===== src/hw/rtl/vsg_pkg.sv =====
// Shared types and constants for the video sync pulse generator.
// Used by every module under hw/rtl; depends on nothing.
`default_nettype none

package vsg_pkg;

   localparam int COORD_BITS_DEFAULT = 10;
   localparam int CSR_INDEX_BITS     = 3;
   localparam int CSR_DATA_BITS      = 32;
   localparam int REQ_DATA_BITS      = 8;

   // Register indexes on the configuration port
   localparam logic [CSR_INDEX_BITS-1:0] REG_HBLANK_INT = 3'd0;
   localparam logic [CSR_INDEX_BITS-1:0] REG_VBLANK_INT = 3'd1;
   localparam logic [CSR_INDEX_BITS-1:0] REG_HBLANK     = 3'd2;
   localparam logic [CSR_INDEX_BITS-1:0] REG_VBLANK     = 3'd3;
   localparam logic [CSR_INDEX_BITS-1:0] REG_LOAD       = 3'd4;
   localparam logic [CSR_INDEX_BITS-1:0] REG_CONTROL    = 3'd5;
   localparam logic [CSR_INDEX_BITS-1:0] REG_PIXEL_DIV  = 3'd6;

   // Register reset values
   localparam logic [31:0] HBLANK_INT_RESET = 32'h031D_0000;
   localparam logic [31:0] VBLANK_INT_RESET = 32'h0015_0104;
   localparam logic [31:0] HBLANK_RESET     = 32'h007E_0345;
   localparam logic [31:0] VBLANK_RESET     = 32'h0015_0104;
   localparam logic [31:0] LOAD_RESET       = 32'h0106_0359;
   localparam logic [31:0] CONTROL_RESET    = 32'h0000_0000;
   localparam logic [1:0]  PIXEL_DIV_RESET  = 2'd2;

   // Field positions inside the 32-bit words
   localparam int HI_FIELD_LSB   = 16;
   localparam int MODE_LSB       = 12;
   localparam int INTERLACE_BIT  = 4;

   typedef enum logic [1:0] {
      HIRQ_ON_LINE = 2'd0,
      HIRQ_MODULO  = 2'd1,
      HIRQ_EVERY   = 2'd2,
      HIRQ_OFF     = 2'd3
   } hirq_mode_type;

   typedef struct packed {
      logic [31:0] hblank_int;
      logic [31:0] vblank_int;
      logic [31:0] hblank;
      logic [31:0] vblank;
      logic [31:0] load;
      logic [31:0] control;
      logic [1:0]  pixel_div;
   } cfg_type;

endpackage

`default_nettype wire


===== src/hw/rtl/vsg_regs.sv =====
// Configuration register file of the video sync pulse generator.
// Depends on vsg_pkg for register indexes, reset values and cfg_type.
`default_nettype none

module vsg_regs
   import vsg_pkg::*;
(
   input  wire logic                      clock,
   input  wire logic                      reset,
   input  wire logic                      csr_valid,
   output logic                           csr_ready,
   input  wire logic [CSR_INDEX_BITS-1:0] csr_index,
   input  wire logic [CSR_DATA_BITS-1:0]  csr_data,
   input  wire logic                      mod_busy,
   output logic                           mod_start,
   output cfg_type                        cfg
);

   cfg_type cfg_ff, cfg_in;
   logic    wr;

   assign csr_ready = !mod_busy;
   assign wr        = csr_valid && csr_ready;
   assign mod_start = wr && (csr_index == REG_HBLANK_INT);
   assign cfg       = cfg_ff;

   always_comb begin
      cfg_in = cfg_ff;
      if (wr) begin
         case (csr_index)
            REG_HBLANK_INT: cfg_in.hblank_int = csr_data;
            REG_VBLANK_INT: cfg_in.vblank_int = csr_data;
            REG_HBLANK:     cfg_in.hblank     = csr_data;
            REG_VBLANK:     cfg_in.vblank     = csr_data;
            REG_LOAD:       cfg_in.load       = csr_data;
            REG_CONTROL:    cfg_in.control    = csr_data;
            REG_PIXEL_DIV:  cfg_in.pixel_div  = csr_data[1:0];
            default:        cfg_in = cfg_ff;
         endcase
      end
   end

   always_ff @(posedge clock) begin
      if (reset) begin
         cfg_ff.hblank_int <= HBLANK_INT_RESET;
         cfg_ff.vblank_int <= VBLANK_INT_RESET;
         cfg_ff.hblank     <= HBLANK_RESET;
         cfg_ff.vblank     <= VBLANK_RESET;
         cfg_ff.load       <= LOAD_RESET;
         cfg_ff.control    <= CONTROL_RESET;
         cfg_ff.pixel_div  <= PIXEL_DIV_RESET;
      end else begin
         cfg_ff <= cfg_in;
      end
   end

endmodule

`default_nettype wire


===== src/hw/rtl/vsg_moddiv.sv =====
// Bit-serial remainder unit: (line + 1) mod compare, one quotient bit per cycle.
// Depends on vsg_pkg for COORD_BITS_DEFAULT.
`default_nettype none

module vsg_moddiv
   import vsg_pkg::*;
#(
   parameter int COORD_BITS = COORD_BITS_DEFAULT
) (
   input  wire logic                  clock,
   input  wire logic                  reset,
   input  wire logic                  start,
   input  wire logic [COORD_BITS-1:0] line,
   input  wire logic [COORD_BITS-1:0] divisor,
   output logic                       busy,
   output logic                       done,
   output logic [COORD_BITS-1:0]      result
);

   localparam int CNT_BITS = $clog2(COORD_BITS + 2);

   logic [COORD_BITS-1:0] rem_ff, rem_in;
   logic [COORD_BITS:0]   num_ff, num_in;
   logic [COORD_BITS-1:0] div_ff, div_in;
   logic [CNT_BITS-1:0]   cnt_ff, cnt_in;
   logic                  busy_ff, busy_in;
   logic                  done_ff, done_in;
   logic [COORD_BITS:0]   trial;
   logic [COORD_BITS:0]   diff;

   assign trial  = {rem_ff, num_ff[COORD_BITS]};
   assign diff   = trial - {1'b0, div_ff};
   assign busy   = busy_ff || done_ff;
   assign done   = done_ff;
   // zero compare value reads as one
   assign result = (div_ff == '0) ? COORD_BITS'(1) : rem_ff;

   always_comb begin
      rem_in  = rem_ff;
      num_in  = num_ff;
      div_in  = div_ff;
      cnt_in  = cnt_ff;
      busy_in = busy_ff;
      done_in = 1'b0;
      if (start) begin
         rem_in  = '0;
         num_in  = {1'b0, line} + (COORD_BITS + 1)'(1);
         div_in  = divisor;
         cnt_in  = CNT_BITS'(COORD_BITS + 1);
         busy_in = 1'b1;
      end else if (busy_ff) begin
         // restoring step: shift in one numerator bit, subtract if it fits
         rem_in = (trial >= {1'b0, div_ff}) ? diff[COORD_BITS-1:0]
                                            : trial[COORD_BITS-1:0];
         num_in = {num_ff[COORD_BITS-1:0], 1'b0};
         cnt_in = cnt_ff - CNT_BITS'(1);
         if (cnt_ff == CNT_BITS'(1)) begin
            busy_in = 1'b0;
            done_in = 1'b1;
         end
      end
   end

   always_ff @(posedge clock) begin
      if (reset) begin
         busy_ff <= 1'b0;
         done_ff <= 1'b0;
         cnt_ff  <= '0;
      end else begin
         busy_ff <= busy_in;
         done_ff <= done_in;
         cnt_ff  <= cnt_in;
      end
   end

   always_ff @(posedge clock) begin
      rem_ff <= rem_in;
      num_ff <= num_in;
      div_ff <= div_in;
   end

endmodule

`default_nettype wire


===== src/hw/rtl/vsg_raster.sv =====
// Raster state of the video sync pulse generator: prescaler, x/y counters,
// line modulo counter and interrupt decode. Depends on vsg_pkg.
`default_nettype none

module vsg_raster
   import vsg_pkg::*;
#(
   parameter int COORD_BITS = COORD_BITS_DEFAULT,
   parameter int OUT_BITS   = 32
) (
   input  wire logic                  clock,
   input  wire logic                  reset,
   input  wire logic                  advance,
   input  wire logic                  tick,
   input  wire cfg_type               cfg,
   input  wire logic                  mod_load,
   input  wire logic [COORD_BITS-1:0] mod_value,
   output logic [COORD_BITS-1:0]      line_now,
   output logic [OUT_BITS-1:0]        result
);

   localparam int CB = COORD_BITS;
   localparam int HL = HI_FIELD_LSB;

   logic [1:0]    presc_ff, presc_in;
   logic [CB-1:0] pix_ff, pix_in;
   logic [CB-1:0] line_ff, line_in;
   logic [CB-1:0] lmod_ff, lmod_in;

   logic [CB-1:0] cmp_line;
   hirq_mode_type mode;
   logic [1:0]    div_m1;
   logic          hirq, vin, vout, in_vblank, in_hblank;

   assign cmp_line = cfg.hblank_int[CB-1:0];
   assign mode     = hirq_mode_type'(cfg.hblank_int[MODE_LSB +: 2]);
   assign line_now = line_ff;

   // divide 1 or 2, doubled unless interlaced
   always_comb begin
      if (cfg.control[INTERLACE_BIT])
         div_m1 = {1'b0, cfg.pixel_div[1]};
      else
         div_m1 = cfg.pixel_div[1] ? 2'd3 : 2'd1;
   end

   always_comb begin
      presc_in = presc_ff;
      pix_in   = pix_ff;
      line_in  = line_ff;
      lmod_in  = lmod_ff;
      hirq     = 1'b0;
      vin      = 1'b0;
      vout     = 1'b0;
      if (advance && tick) begin
         if (presc_ff >= div_m1) begin
            presc_in = '0;
            if (pix_ff >= cfg.load[CB-1:0]) begin
               pix_in = '0;
               if (line_ff >= cfg.load[HL +: CB]) begin
                  line_in = '0;
                  lmod_in = (cmp_line == CB'(1)) ? '0 : CB'(1);
               end else begin
                  line_in = line_ff + CB'(1);
                  if (({1'b0, lmod_ff} + (CB + 1)'(1)) >= {1'b0, cmp_line})
                     lmod_in = '0;
                  else
                     lmod_in = lmod_ff + CB'(1);
               end
               case (mode)
                  HIRQ_ON_LINE: hirq = (cmp_line != '0) && (line_in == cmp_line);
                  HIRQ_MODULO:  hirq = (cmp_line != '0) && (lmod_in == '0);
                  HIRQ_EVERY:   hirq = 1'b1;
                  default:      hirq = 1'b0;
               endcase
               vin  = (line_in == cfg.vblank_int[CB-1:0]);
               vout = (line_in == cfg.vblank_int[HL +: CB]);
            end else begin
               pix_in = pix_ff + CB'(1);
            end
         end else begin
            presc_in = presc_ff + 2'd1;
         end
      end
      // a compare write realigns the modulo counter; no beat is taken then
      if (mod_load)
         lmod_in = mod_value;
   end

   assign in_vblank = (line_in < cfg.vblank[HL +: CB]) || (line_in >= cfg.vblank[CB-1:0]);
   assign in_hblank = (pix_in < cfg.hblank[HL +: CB]) || (pix_in >= cfg.hblank[CB-1:0]);

   assign result = OUT_BITS'({in_hblank, in_vblank, pix_in, line_in, vout, vin, hirq});

   always_ff @(posedge clock) begin
      if (reset) begin
         presc_ff <= '0;
         pix_ff   <= '0;
         line_ff  <= '0;
         lmod_ff  <= CB'(1);
      end else begin
         presc_ff <= presc_in;
         pix_ff   <= pix_in;
         line_ff  <= line_in;
         lmod_ff  <= lmod_in;
      end
   end

endmodule

`default_nettype wire


===== src/hw/rtl/vsg_rsp_buf.sv =====
// Two-entry result buffer between the raster logic and the rsp_ channel.
// Depends on vsg_pkg only through the import convention.
`default_nettype none

module vsg_rsp_buf
   import vsg_pkg::*;
#(
   parameter int WIDTH = 32
) (
   input  wire logic             clock,
   input  wire logic             reset,
   input  wire logic             push,
   input  wire logic [WIDTH-1:0] push_data,
   output logic                  full,
   output logic                  rsp_tvalid,
   input  wire logic             rsp_tready,
   output logic [WIDTH-1:0]      rsp_tdata
);

   logic [1:0]       count_ff, count_in;
   logic [WIDTH-1:0] head_ff, head_in;
   logic [WIDTH-1:0] tail_ff, tail_in;
   logic             pop;

   assign rsp_tvalid = (count_ff != 2'd0);
   assign rsp_tdata  = head_ff;
   assign full       = (count_ff == 2'd2);
   assign pop        = rsp_tvalid && rsp_tready;

   always_comb begin
      head_in  = head_ff;
      tail_in  = tail_ff;
      count_in = count_ff + {1'b0, push} - {1'b0, pop};
      case (count_ff)
         2'd0: if (push) head_in = push_data;
         2'd1: begin
            if (push && pop)
               head_in = push_data;
            else if (push)
               tail_in = push_data;
         end
         2'd2: if (pop) head_in = tail_ff;
         default: count_in = '0;
      endcase
   end

   always_ff @(posedge clock) begin
      if (reset)
         count_ff <= '0;
      else
         count_ff <= count_in;
   end

   always_ff @(posedge clock) begin
      head_ff <= head_in;
      tail_ff <= tail_in;
   end

endmodule

`default_nettype wire


===== src/hw/rtl/video_sync_pulse_generator.sv =====
// Video sync pulse generator: raster counters with hblank/vblank interrupts.
// A result beat is registered in the two-entry result buffer before it is sent;
// one beat per cycle is taken while the buffer has room and the divider is idle.
// A write of the hblank interrupt word holds both channels while the serial
// remainder unit realigns the line modulo counter.
// Reset (synchronous, active high) clears the raster and loads register defaults.
`default_nettype none

module video_sync_pulse_generator
   import vsg_pkg::*;
#(
   parameter int COORD_BITS = COORD_BITS_DEFAULT
) (
   input  wire logic                      clock,
   input  wire logic                      reset,
   input  wire logic                      req_tvalid,
   output logic                           req_tready,
   input  wire logic [REQ_DATA_BITS-1:0]  req_tdata,  // [0] vclk_tick
   output logic                           rsp_tvalid,
   input  wire logic                      rsp_tready,
   // hblank_irq, vblank_in_irq, vblank_out_irq, line_position,
   // pixel_position, in_vblank, in_hblank, then zero fill
   output logic [((2*COORD_BITS+5+7)/8)*8-1:0] rsp_tdata,
   input  wire logic                      csr_valid,
   output logic                           csr_ready,
   input  wire logic [CSR_INDEX_BITS-1:0] csr_index,
   input  wire logic [CSR_DATA_BITS-1:0]  csr_data
);

   localparam int OUT_BITS = ((2 * COORD_BITS + 5 + 7) / 8) * 8;

   cfg_type                cfg;
   logic                   mod_start, mod_busy, mod_done;
   logic [COORD_BITS-1:0]  mod_value;
   logic [COORD_BITS-1:0]  line_now;
   logic [OUT_BITS-1:0]    result;
   logic                   buf_full;
   logic                   accept;

   assign req_tready = !buf_full && !mod_busy;
   assign accept     = req_tvalid && req_tready;

   vsg_regs u_regs (
      .clock     (clock),
      .reset     (reset),
      .csr_valid (csr_valid),
      .csr_ready (csr_ready),
      .csr_index (csr_index),
      .csr_data  (csr_data),
      .mod_busy  (mod_busy),
      .mod_start (mod_start),
      .cfg       (cfg)
   );

   vsg_moddiv #(
      .COORD_BITS (COORD_BITS)
   ) u_moddiv (
      .clock   (clock),
      .reset   (reset),
      .start   (mod_start),
      .line    (line_now),
      .divisor (csr_data[COORD_BITS-1:0]),
      .busy    (mod_busy),
      .done    (mod_done),
      .result  (mod_value)
   );

   vsg_raster #(
      .COORD_BITS (COORD_BITS),
      .OUT_BITS   (OUT_BITS)
   ) u_raster (
      .clock     (clock),
      .reset     (reset),
      .advance   (accept),
      .tick      (req_tdata[0]),
      .cfg       (cfg),
      .mod_load  (mod_done),
      .mod_value (mod_value),
      .line_now  (line_now),
      .result    (result)
   );

   vsg_rsp_buf #(
      .WIDTH (OUT_BITS)
   ) u_rsp_buf (
      .clock      (clock),
      .reset      (reset),
      .push       (accept),
      .push_data  (result),
      .full       (buf_full),
      .rsp_tvalid (rsp_tvalid),
      .rsp_tready (rsp_tready),
      .rsp_tdata  (rsp_tdata)
   );

endmodule

`default_nettype wire

===== config.mk =====
export PLATFORM = sky130hd
export DESIGN_NAME = video_sync_pulse_generator
export DESIGN_NICKNAME = d
export VERILOG_FILES = /design/src/hw/rtl/vsg_pkg.sv /design/src/hw/rtl/vsg_regs.sv /design/src/hw/rtl/vsg_moddiv.sv /design/src/hw/rtl/vsg_raster.sv /design/src/hw/rtl/vsg_rsp_buf.sv /design/src/hw/rtl/video_sync_pulse_generator.sv
export SDC_FILE = /design/constraint.sdc
export NUM_CORES = 1
export LEC_CHECK = 0
export BUFFER_PORTS_ARGS = -buffer_cell sky130_fd_sc_hd__buf_2
export CAP_MARGIN = 20
export CORE_MARGIN = 4
export CORE_UTILIZATION = 60
export DETAILED_ROUTE_END_ITERATION = 12
export GPL_TIMING_DRIVEN = 0
export PLACE_DENSITY = 0.9
export SLEW_MARGIN = 25
export SYNTH_ARGS = -nofsm -noshare
export SYNTH_HDL_FRONTEND = slang
export SYNTH_SLANG_ARGS = --single-unit

===== constraint.sdc =====
create_clock -name clock -period 4.7 [get_ports clock]
set_clock_uncertainty 0.15 [all_clocks]
set_input_delay 0.235 -clock clock [delete_from_list [all_inputs] [get_ports clock]]
set_output_delay 0.235 -clock clock [all_outputs]
set_load 0.01 [all_outputs]

==> Word level (Yosys, flattened, before mapping) <==
Index checks and enable logic that the tools add are counted.
{ "word_totals": {"word_cells": 148, "latch_bits": 0, "memories": 0, "romBits": 0, "inputBits": 48, "ramBits": 0, "regBits": 253, "out_inout_bits": 35} }
{ "classes": {"div": 0, "n_mux": 47, "eq_ne": 18, "order_cmp": 9, "n_bitwise": 3, "n_addsub": 10, "multipliers": 0, "reduce_logical": 40, "n_shift": 0} }
{ "ops": {"columns": ["cell", "count"], "rows": [
  ["10-bit 2-to-1 mux", 21],
  ["32-bit 2-to-1 mux", 3],
  ["32-bit one-hot mux with 3 select lines", 1],
  ["10-bit greater-or-equal comparator", 4],
  ["10-bit by 1-bit adder with 10-bit output, second input constant", 3],
  ["10-bit == test", 3],
  ["10-bit by 1-bit adder with 11-bit output, second input constant", 2],
  ["11-bit by 10-bit greater-or-equal comparator with 1-bit output", 2],
  ["11-bit 2-to-1 mux", 2],
  ["10-bit logical NOT", 2],
  ["10-bit less-than comparator", 2],
  ["1-bit 2-to-1 mux", 14],
  ["2-bit AND reduction", 7],
  ["10-bit by 1-bit == test with 1-bit output, second input constant", 1],
  ["10-bit nonzero test", 1],
  ["2-bit nonzero test", 5],
  ["10-bit subtractor", 1],
  ["3-bit == test, second input constant", 3],
  ["1-bit logical AND", 9],
  ["4-bit 2-to-1 mux", 2],
  ["3-bit by 2-bit == test with 1-bit output, second input constant", 2],
  ["2-bit 2-to-1 mux", 3],
  ["3-bit AND reduction", 2],
  ["3-bit OR reduction", 2],
  ["20 further kinds", 30]
]} }

==> Depth between registers and ports, before layout <==
Gate-level depths: netlist of the first run.
{ "depth": {"word_depth": 15, "depth_mapped": 21, "ltp_nobuf": 18} }

==> Cells and area by module <==
Synthesis of the first run repeated with hierarchy kept, for this count alone.
{ "hier_totals": {"cells_unflattened": 1713, "area_unflattened_um2": 16858.7} }
{ "by_module_without_submodules": {"columns": ["module", "instances", "cells_each", "area_each_um2", "seq_area_each_um2"], "rows": [
  ["vsg_regs", 1, 773, 7627.3, 3883.7],
  ["vsg_raster", 1, 598, 4440.5, 640.6],
  ["vsg_rsp_buf", 1, 116, 2607.5, 1961.9],
  ["vsg_moddiv", 1, 224, 2167.1, 950.9],
  ["video_sync_pulse_generator", 1, 2, 16.3, 0.0]
]} }

==> Least setup slack after synthesis of the first run <==
OpenSTA, ideal clock, no wires.
{ "synth_path": {"kind": "register -> register", "from": "register u_raster.line_ff[0], in the netlist u_raster.line_now[0]", "to": "register u_rsp_buf.head_ff[23], in the netlist u_rsp_buf.rsp_tdata[23], data pin", "path_stages_with_launch": 20, "path_buffers": 1, "setup_time_ps": 260, "period_less_slack_ps": 4000, "setup_slack_ps": 700, "t_arrival_ps": 3591, "t_required_ps": 4290, "path_cell_list": "dfxtp_1 -> buf_2 -> inv_1 -> ha_1 -> nand2b_1 -> a211oi_2 -> nor3b_2 -> nor2_1 -> nand3_1 -> nor2_1 -> a21oi_1 -> ha_1 -> nand2b_1 -> a21o_1 -> a21o_1 -> a21o_1 -> a31oi_1 -> o21ai_0 -> a211o_1 -> mux2_2"} }
{ "synth_via": {"elab_chain_cells": 12, "word_cells_on_any_way": 15, "cone_classes": "1 x add/sub; 3 x order compare; 10 x mux; 1 x reduce/logical"} }
{ "synth_lines": {"columns": ["item", "line_no", "text"], "rows": [
  ["start: declaration", "vsg_raster.sv:27", "logic [CB-1:0] line_ff, line_in;"],
  ["start signal: assignment", "vsg_raster.sv:104", "line_ff <= line_in;"],
  ["10-bit by 1-bit adder with 10-bit output or 10-bit greater-or-equal comparator (tied branches)", "vsg_raster.sv:64, vsg_raster.sv:60", null],
  ["10-bit 2-to-1 mux", "vsg_raster.sv:60", "if (line_ff >= cfg.load[HL +: CB]) begin"],
  ["10-bit 2-to-1 mux", "vsg_raster.sv:58", "if (pix_ff >= cfg.load[CB-1:0]) begin"],
  ["10-bit 2-to-1 mux", "vsg_raster.sv:56", "if (presc_ff >= div_m1) begin"],
  ["10-bit 2-to-1 mux", "vsg_raster.sv:55", "if (advance && tick) begin"],
  ["10-bit 2-to-1 mux", "vsg_raster.sv:58", null],
  ["10-bit 2-to-1 mux", "vsg_raster.sv:56", null],
  ["10-bit 2-to-1 mux *", "vsg_raster.sv:55", null],
  ["10-bit less-than comparator or 10-bit greater-or-equal comparator (tied branches)", "vsg_raster.sv:90", "assign in_vblank = (line_in < cfg.vblank[HL +: CB]) || (line_in >= cfg.vblank[CB-1:0]);"],
  ["1-bit logical OR *", "vsg_raster.sv:90", null],
  ["via result[23]", "video_sync_pulse_generator.sv:36", "logic [OUT_BITS-1:0] result;"],
  ["32-bit 2-to-1 mux, on equally long branches", "vsg_rsp_buf.sv:37, vsg_rsp_buf.sv:35", null],
  ["32-bit one-hot mux with 3 select lines *", "vsg_rsp_buf.sv:34", "case (count_ff)"],
  ["via u_rsp_buf.head_in[23]", "vsg_rsp_buf.sv:21", "logic [WIDTH-1:0] head_ff, head_in;"],
  ["end signal: assignment", "vsg_rsp_buf.sv:55", "head_ff <= head_in;"],
  ["end: declaration", "vsg_rsp_buf.sv:21", null]
]} }
The timed path passes the listed nets; every way through them passes the cells marked *. The select of a mux whose other input is x is not followed.
A chain may end at the register's enable or synchronous reset.

==> Worst setup path after layout of the first run <==
{ "layout_path": {"from": "register u_regs.cfg_ff (netlist bit u_regs.cfg[42])", "to": "register u_rsp_buf.head_ff[23], in the netlist u_rsp_buf.rsp_tdata[23], data pin"} }
{ "layout_via": {"elab_chain_cells": 8, "word_cells_on_any_way": 10, "cone_classes": "3 x order compare; 6 x mux; 1 x reduce/logical"} }
{ "layout_lines": {"columns": ["item", "line_no", "text"], "rows": [
  ["start: declaration", "vsg_regs.sv:19", "cfg_type cfg_ff, cfg_in;"],
  ["start signal: assignment", "vsg_regs.sv:53", "cfg_ff <= cfg_in;"],
  ["10-bit greater-or-equal comparator *", "vsg_raster.sv:58", null],
  ["10-bit 2-to-1 mux *", "vsg_raster.sv:58", null],
  ["10-bit 2-to-1 mux *", "vsg_raster.sv:56", null],
  ["10-bit 2-to-1 mux *", "vsg_raster.sv:55", null],
  ["10-bit less-than comparator or 10-bit greater-or-equal comparator (tied branches)", "vsg_raster.sv:90", null],
  ["1-bit logical OR *", "vsg_raster.sv:90", null],
  ["via result[23]", "video_sync_pulse_generator.sv:36", null],
  ["32-bit 2-to-1 mux, on equally long branches", "vsg_rsp_buf.sv:37, vsg_rsp_buf.sv:35", null],
  ["32-bit one-hot mux with 3 select lines *", "vsg_rsp_buf.sv:34", null],
  ["via u_rsp_buf.head_in[23]", "vsg_rsp_buf.sv:21", null]
]} }
Marks and branches as above.

==> results of run 1 <==
==> cells in the mapped netlist (12+ instances only) <==
cell      instances  area [µm²]
nand2_1         242         908
dfxtp_1         144        2880
a21oi_1         133         666
inv_1           108         405
ha_1             87        1090
nor2_1           80         300
edfxtp_1         71        2130
clkbuf_1         47         176
o21ai_0          39         195
nand3b_1         27         203
nor3_1           27         135
xnor2_1          25         219
a21o_1           24         180
nand3_1          21         105
nand2b_1         15        93.8
nand4_1          15        93.8
xor2_1           13         114
nor2b_1          12        75.1
==> cell families (layout without fill, tap and decap cells) <==
| kind of cell | after synthesis | after routing | share of synthesized area (%) |
|---|---|---|---|
| xor gates and xnor gates | 45 | 45 | 4.05 |
| muxes | 8 | 8 | 0.756 |
| buffers and inverters | 180 | 310 | 6.27 |
| other | 1 | 7 | 0.0319 |
| DFF | 215 | 215 | 42.7 |
| adders and majority gates | 88 | 88 | 9.44 |
| and+or+nand+nor | 505 | 505 | 20.8 |
| AOI/OAI and AO/OA | 302 | 302 | 16.0 |
==> worst max-delay path: stages (launching register included) <==
cell and delay (ns):
dfxtp_1 0.35, inv_1 0.07, ha_1 0.31, o211ai_1 0.15, nor2_2 0.26, a31o_2 0.38
nand2_2 0.23, buf_4 0.25, a21oi_2 0.32, ha_1 0.29, nand2b_1 0.14, a21o_1 0.20
a21o_1 0.19, a21o_1 0.20, a31oi_1 0.15, o21ai_0 0.12, a211o_1 0.31, mux2_2 0.27
==> sequential cells by signal, indices dropped and copies added, names as in the netlist, 2 cells and up <==
signal,count
u_moddiv.num_ff,11
u_raster.line_now,10
u_rsp_buf.count_ff,2
u_rsp_buf.tail_ff,25
u_moddiv.rem_ff,10
u_rsp_buf.rsp_tdata,25
u_raster.lmod_ff,10
u_moddiv.cnt_ff,4
u_raster.pix_ff,10
u_regs.cfg,94
u_moddiv.div_ff,10
u_raster.presc_ff,2
==> layout by cell type (no fill, tap or decap), types with 9 or more instances in the layout <==
master           n
xor2_1          13
buf_4           14
nor2b_1         12
o21ai_0         34
a31oi_1          9
ha_1            87
clkbuf_16       23
buf_2           64
nor2_1          77
dlygate4sd3_1   25
nand3b_1        27
nor3_1          27
clkbuf_1        49
a211o_1          9
xnor2_1         25
nand4_1         15
a21o_1          24
nand3_1         21
nand2_1        241
inv_1          107
a21oi_1        129
and2_1           9
edfxtp_1        71
nand2b_1        15
o21ai_1         12
dfxtp_1        141
o31ai_1         10
==> layout make-up <==
| cell class | count | area (µm²) |
|---|---|---|
| timing repair buffer | 88 | 604 |
| multi-input combinational | 955 | 6110 |
| tap | 260 | 325 |
| clock inverter | 15 | 119 |
| clock buffer | 27 | 601 |
| sequential | 215 | 5020 |
| fill | 1310 | 5420 |
| inverter | 108 | 405 |
| buffer | 72 | 352 |
==> worst paths after layout <==
| kind | from | endpoint | slack [ns] | cells after the start |
|---|---|---|---|---|
| worst min register to register | u_regs.cfg[121] | u_regs.cfg[121] | 0.31 | 2 |
| worst max-delay path | u_regs.cfg[42] | u_rsp_buf.rsp_tdata[23] | 0.09 | 17 |
| worst min-delay path | req_tdata[0] | u_raster.presc_ff[0] | 0.004 | 4 |
| worst max register to register | u_regs.cfg[42] | u_rsp_buf.rsp_tdata[23] | 0.09 | 17 |
==> repair_timing <==
action | 4_1_cts | 5_1_grt
hold buffers | 25 | 0
hold endpoints to repair | 106 | 0
setup endpoints to repair | 3 | 3
pin swaps | 0 | 3
gates resized for setup | 12 | 25
setup buffers | 0 | 2
==> power by group through the flow <==
stage / clock, mW / combinational, mW / sequential, mW
global placement: 0 / 0.899 / 2.30
finish: 1.78 / 1.03 / 2.27
CTS: 1.75 / 0.995 / 2.26
detailed placement: 0 / 0.971 / 2.30
floorplan: 0 / 0.576 / 2.33
global route: 1.82 / 1.12 / 2.28
==> through the flow <==
step | util, % | std cells
6_report | 71.4 | 1740
3_5_place_dp | 65.7 | 1671
3_3_place_gp | 65.3 | 1667
5_1_grt | 71.4 | 1740
2_1_floorplan | - | 1350
4_1_cts | 71.0 | 1738
==> routing by layer <==
layer / vias to the layer above / wire length [µm] / GRT usage (%)
met5: - / 0 / 0
met4: 0 / 2920 / 23.2
met3: 252 / 4970 / 7.69
met2: 847 / 16500 / 51.6
met1: 5034 / 13000 / 41.6
li1: 4902 / - / -
==> out/qor.csv, run 1 <==
stage,metric,value,unit
floorplanning,io-pin-count,83,
critical_path,arrival,4.75,ns
clock_network,cts_tree,built,
detailed_routing,detail_route.iter0.violations,1652,
sta,timing.fmax,217,MHz
power,p_int,3.53,mW
power,ir_drop,0.000320,V
sta,slew_headroom,40.2,%
cells_and_area,fin_area,13500,µm²
logic_synthesis,synth.distinct_cells,86,
logic_synthesis,ys_seq_elements,215,
cells_and_area,n_antenna_cell,0,
logic_synthesis,yosysWarnings,0,
logic_synthesis,synthArstFlopShare,0,%
placed_design,gp_congestion,0.946,
clock_network,path_clk_slew,0.06,ns
power,p_per_area,375,nW/µm²
logic_synthesis,syn_avg_cell_area,8.74,µm²
critical_path,critical_path_class,register to register,
sta,finalWorstSetupSlack,0.0932,ns
power,clockPowerShare,35.1,%
clock_network,clock_latency,0.54,ns
job,drv_cap,0,
detailed_routing,vias,11000,
critical_path,crit_fanout,10,
floorplanning,die_area,21900,µm²
logic_synthesis,ys.flop_type,dfxtp_1,
power,power_leakage,5.76,nW
floorplanning,die_w,148,µm
sta,finalCritPeriodShare,98.0,%
detailed_routing,antenna_left,0,
detailed_routing,viasPerCell,6.34,
floorplanning,die_h,148,µm
power,p_sw_share,30.4,%
logic_synthesis,synth_cells,1344,
detailed_routing,drt_wl_total,37.4,mm
placed_design,dpl_cell_area,12500,µm²
grt,grt_usage,33.4,%
floorplanning,core_area,19000,µm²
cells_and_area,layout.nets,1599,
sta,tightest_slew,0.897,ns
grt,grt_max_degree,20,
critical_path,worst_setup_path_start_kind,register,
floorplanning,start_util,62.0,%
sta,finalSetupViolCount,0,
power,p_comb_share,20.2,%
sta,final_hold_viol_count,0,
logic_synthesis,synth_edf_count,71,
critical_path,endpoint_kind,register,
power,p_total,5.07,mW
logic_synthesis,yosysSeqAreaShare,42.7,%
detailed_routing,drt_pass1_iterations,6,
sta,timing.hold.ws,0.00355,ns
status,status,"complete, no violations",
logic_synthesis,syn_area,11700,µm²
floorplanning,num_rows,50,
cells_and_area,syn_to_final_growth,15.2,%
grt,antenna_found_initial,0,
placed_design,place_ws,-0.249,ns
detailed_routing,wl_per_cell,21.5,µm
worst_hold_path,hp-class,input pin to register,
sta,rsz0062_at_grt,no,
clock_network,h-tree-depth,1,
power,seq_power_share,44.7,%
cells_and_area,drive_gt1_share,11.8,%
grt,first_global_vias,10800,
placed_design,io_buffer_count,57,
clock_network,cts.sinks,215,
sta,tns,0,ns
power,p_sw,1.54,mW
clock_network,numCtsBuffers,23,
sta,fin_crit,4.61,ns
clock_network,clockRootBuffer,clkbuf_16,
grt,grt_overflow,0,
critical_path,crit_required,4.84,ns
grt,grt_pass1_wl,57.7,mm
sta,drv_slew,0,
clock_network,cts_buffer_depth,3,
placed_design,dp_hpwl,24.6,mm
detailed_routing,route.detailed.drc,0,
Note: power is estimated with default switching activity, not from simulation.
==> run 2: changes to the inputs <==
- CORE_UTILIZATION: 60 -> 45
- PLACE_DENSITY: 0.9 -> 0.73
==> out/qor.csv, run 2 (synthesized netlist as in run 1, its figures left out) <==
stage,metric,value,unit,change
sta,finalCritPeriodShare,97.6,%,-0.45 points
detailed_routing,detail_route.iter0.violations,922,,-44%
sta,finalWorstSetupSlack,0.115,ns,+0.0214 ns
placed_design,dp_hpwl,24.5,mm,-0.18%
detailed_routing,viasPerCell,5.67,,-11%
placed_design,io_buffer_count,57,,unchanged
critical_path,endpoint_kind,register,,
grt,grt_use_met1,31.8,%,-9.8 points
detailed_routing,drt_pass1_iterations,5,,-1
floorplanning,die_w,170,µm,+15%
grt,grt_max_degree,20,,unchanged
cells_and_area,drive_gt1_share,11.5,%,-0.30 points
cells_and_area,final_common_cell,nand2_1,,
sta,slew_headroom,39.0,%,-1.2 points
floorplanning,start_util,46.3,%,-16 points
placed_design,place_ws,-0.401,ns,-0.152 ns
sta,tightest_slew,0.913,ns,+0.0165 ns
floorplanning,die_h,170,µm,+15%
cells_and_area,n_antenna_cell,0,,unchanged
power,ir_drop,0.000272,V,-15%
critical_path,crit_slowest_cell,dfxtp_1,,
grt,gr-max-usage-layer,met2,,
critical_path,crit_top_cell,a21o_1,,
floorplanning,num_rows,58,,+16%
clock_network,cts_buffer_depth,3,,unchanged
clock_network,path_clk_slew,0.06,ns,about the same
detailed_routing,vias,10300,,-6.7%
critical_path,crit_required,4.84,ns,about the same
detailed_routing,drt_wl_total,34.2,mm,-8.7%
cells_and_area,register_area,5020,µm²,about the same
cells_and_area,fill_cells,2310,,+76%
sta,tns,0,ns,unchanged
critical_path,crit_cells,18,,+1
floorplanning,die_area,28800,µm²,+31%
sta,drv_slew,0,,unchanged
cells_and_area,syn_to_final_growth,16.9,%,
critical_path,critical_path_class,register to register,,
clock_network,cts.sinks,215,,unchanged
cells_and_area,layout.nets,1602,,+0.19%
clock_network,clockRootBuffer,clkbuf_16,,
cells_and_area,final_cell_mix,"241 x nand2_1, 142 x dfxtp_1, 128 x a21oi_1",,
sta,finalSetupViolCount,0,,unchanged
floorplanning,io-pin-count,83,,unchanged
worst_hold_path,worst_hold_path.num_cells,4,,unchanged
sta,fin_crit,4.59,ns,-0.0214 ns
grt,grt_pass1_wl,53.3,mm,-7.7%
critical_path,crit_chain,"inv_1, ha_1, nand2b_1, a211oi_1, o21ai_1, a31oi_4, nor2_1, clkbuf_4, mux2i_2, inv_1, ha_1, a21o_1, a21o_1, a21o_1, a31oi_1, o21ai_0, a211o_1, mux2_2",,
clock_network,numCtsBuffers,25,,+8.7%
status,status,"complete, no violations",,
grt,met3_usage,3.40,%,-4.3 points
sta,timing.hold.ws,0.0810,ns,+0.0774 ns
power,p_per_area,380,nW/µm²,+1.3%
clock_network,clock_latency,0.54,ns,about the same
sta,timing.fmax,218,MHz,+0.47%
placed_design,gp_congestion,0.920,,-2.7%
clock_network,cts_tree,built,,
critical_path,cpLargestDelayFamily,compound AO/OA/AOI/OAI gates,,
floorplanning,core_area,25400,µm²,+34%
critical_path,worst_setup_path_start_kind,register,,
power,power_leakage,5.82,nW,+1.1%
grt,antenna_found_initial,0,,unchanged
grt,grt_overflow,0,,unchanged
grt,grt_usage,23.3,%,-10 points
sta,final_hold_viol_count,0,,unchanged
clock_network,h-tree-depth,1,,unchanged
critical_path,r2r_cells,18,,+1
worst_hold_path,hp-class,input pin to register,,
critical_path,critical_path_buf_inv_count,3,,+1
cells_and_area,multi_input_area,6100,µm²,-0.10%
grt,first_global_vias,9847,,-9.1%
job,drv_cap,0,,unchanged
critical_path,arrival,4.73,ns,-0.02 ns
critical_path,crit_fanout,10,,unchanged
detailed_routing,route.detailed.drc,0,,unchanged
power,p_total,5.22,mW,+2.8%
cells_and_area,largest_reg_flops,94,,unchanged
critical_path,worst_path_largest_cell_delay,0.44,ns,+0.06 ns
detailed_routing,antenna_left,0,,unchanged
grt,met2_usage,36.9,%,-15 points
detailed_routing,wl_per_cell,18.8,µm,-12%
run 2: final timing paths:
| path | start | to | slack [ns] |
|---|---|---|---|
| max | u_raster.pix_ff[0] | u_rsp_buf.rsp_tdata[23] | 0.11 |
| min | csr_index[0] | u_regs.cfg[6] | 0.08 |
| max reg2reg | u_raster.pix_ff[0] | u_rsp_buf.rsp_tdata[23] | 0.11 |
| min reg2reg | u_regs.cfg[103] | u_regs.cfg[103] | 0.31 |
run 2: timing repair:
action,4_1_cts,5_1_grt
pin swaps,1,4
setup buffers,1,1
gates resized for setup,14,14
endpoints found under the hold margin,106,0
hold buffers,26,0
gates cloned,0,0
endpoints found under the setup margin,4,3
run 2: power breakdown:
| group | switching (mW) | internal, mW | total, mW | leakage, nW |
|---|---|---|---|---|
| logic | 0.604 | 0.404 | 1.01 | 3.56 |
| registers | 0.112 | 2.15 | 2.26 | 1.84 |
| clock network | 0.764 | 1.19 | 1.95 | 0.417 |
run 2: worst reg2reg max path, stage by stage (launching register included):
cell      delay, ns
dfxtp_1        0.44
inv_1          0.08
ha_1           0.28
nand2b_1       0.15
a211oi_1       0.28
o21ai_1        0.21
a31oi_4        0.36
nor2_1         0.12
clkbuf_4       0.25
mux2i_2        0.29
inv_1          0.13
ha_1           0.29
a21o_1         0.17
a21o_1         0.18
a21o_1         0.17
a31oi_1        0.15
o21ai_0        0.10
a211o_1        0.29
mux2_2         0.27
run 2: layout make-up:
class	instances	area share (%)
Buffer	72	2.53
Clock buffer	40	5.65
Clock inverter	5	0.483
Inverter	108	2.95
Multi-Input combinational cell	955	44.4
Sequential cell	215	36.5
Tap cell	330	3.01
Timing Repair Buffer	89	4.44
run 2: routing by layer:
layer  vias up  wire [µm]
li1       4911          -
met1      4832      14400
met2       443      15200
met3       108       3050
met4         0       1540
met5         -          0
run 2: stage by stage:
step | util [%] | instances | cell area (µm²)
global route | 54.1 | 1814 | 13700
CTS | 53.9 | 1813 | 13700
floorplan | - | 1350 | 11800
detailed placement | 49.3 | 1741 | 12500
global placement | 49.1 | 1737 | 12500
finish | 54.1 | 1814 | 13700
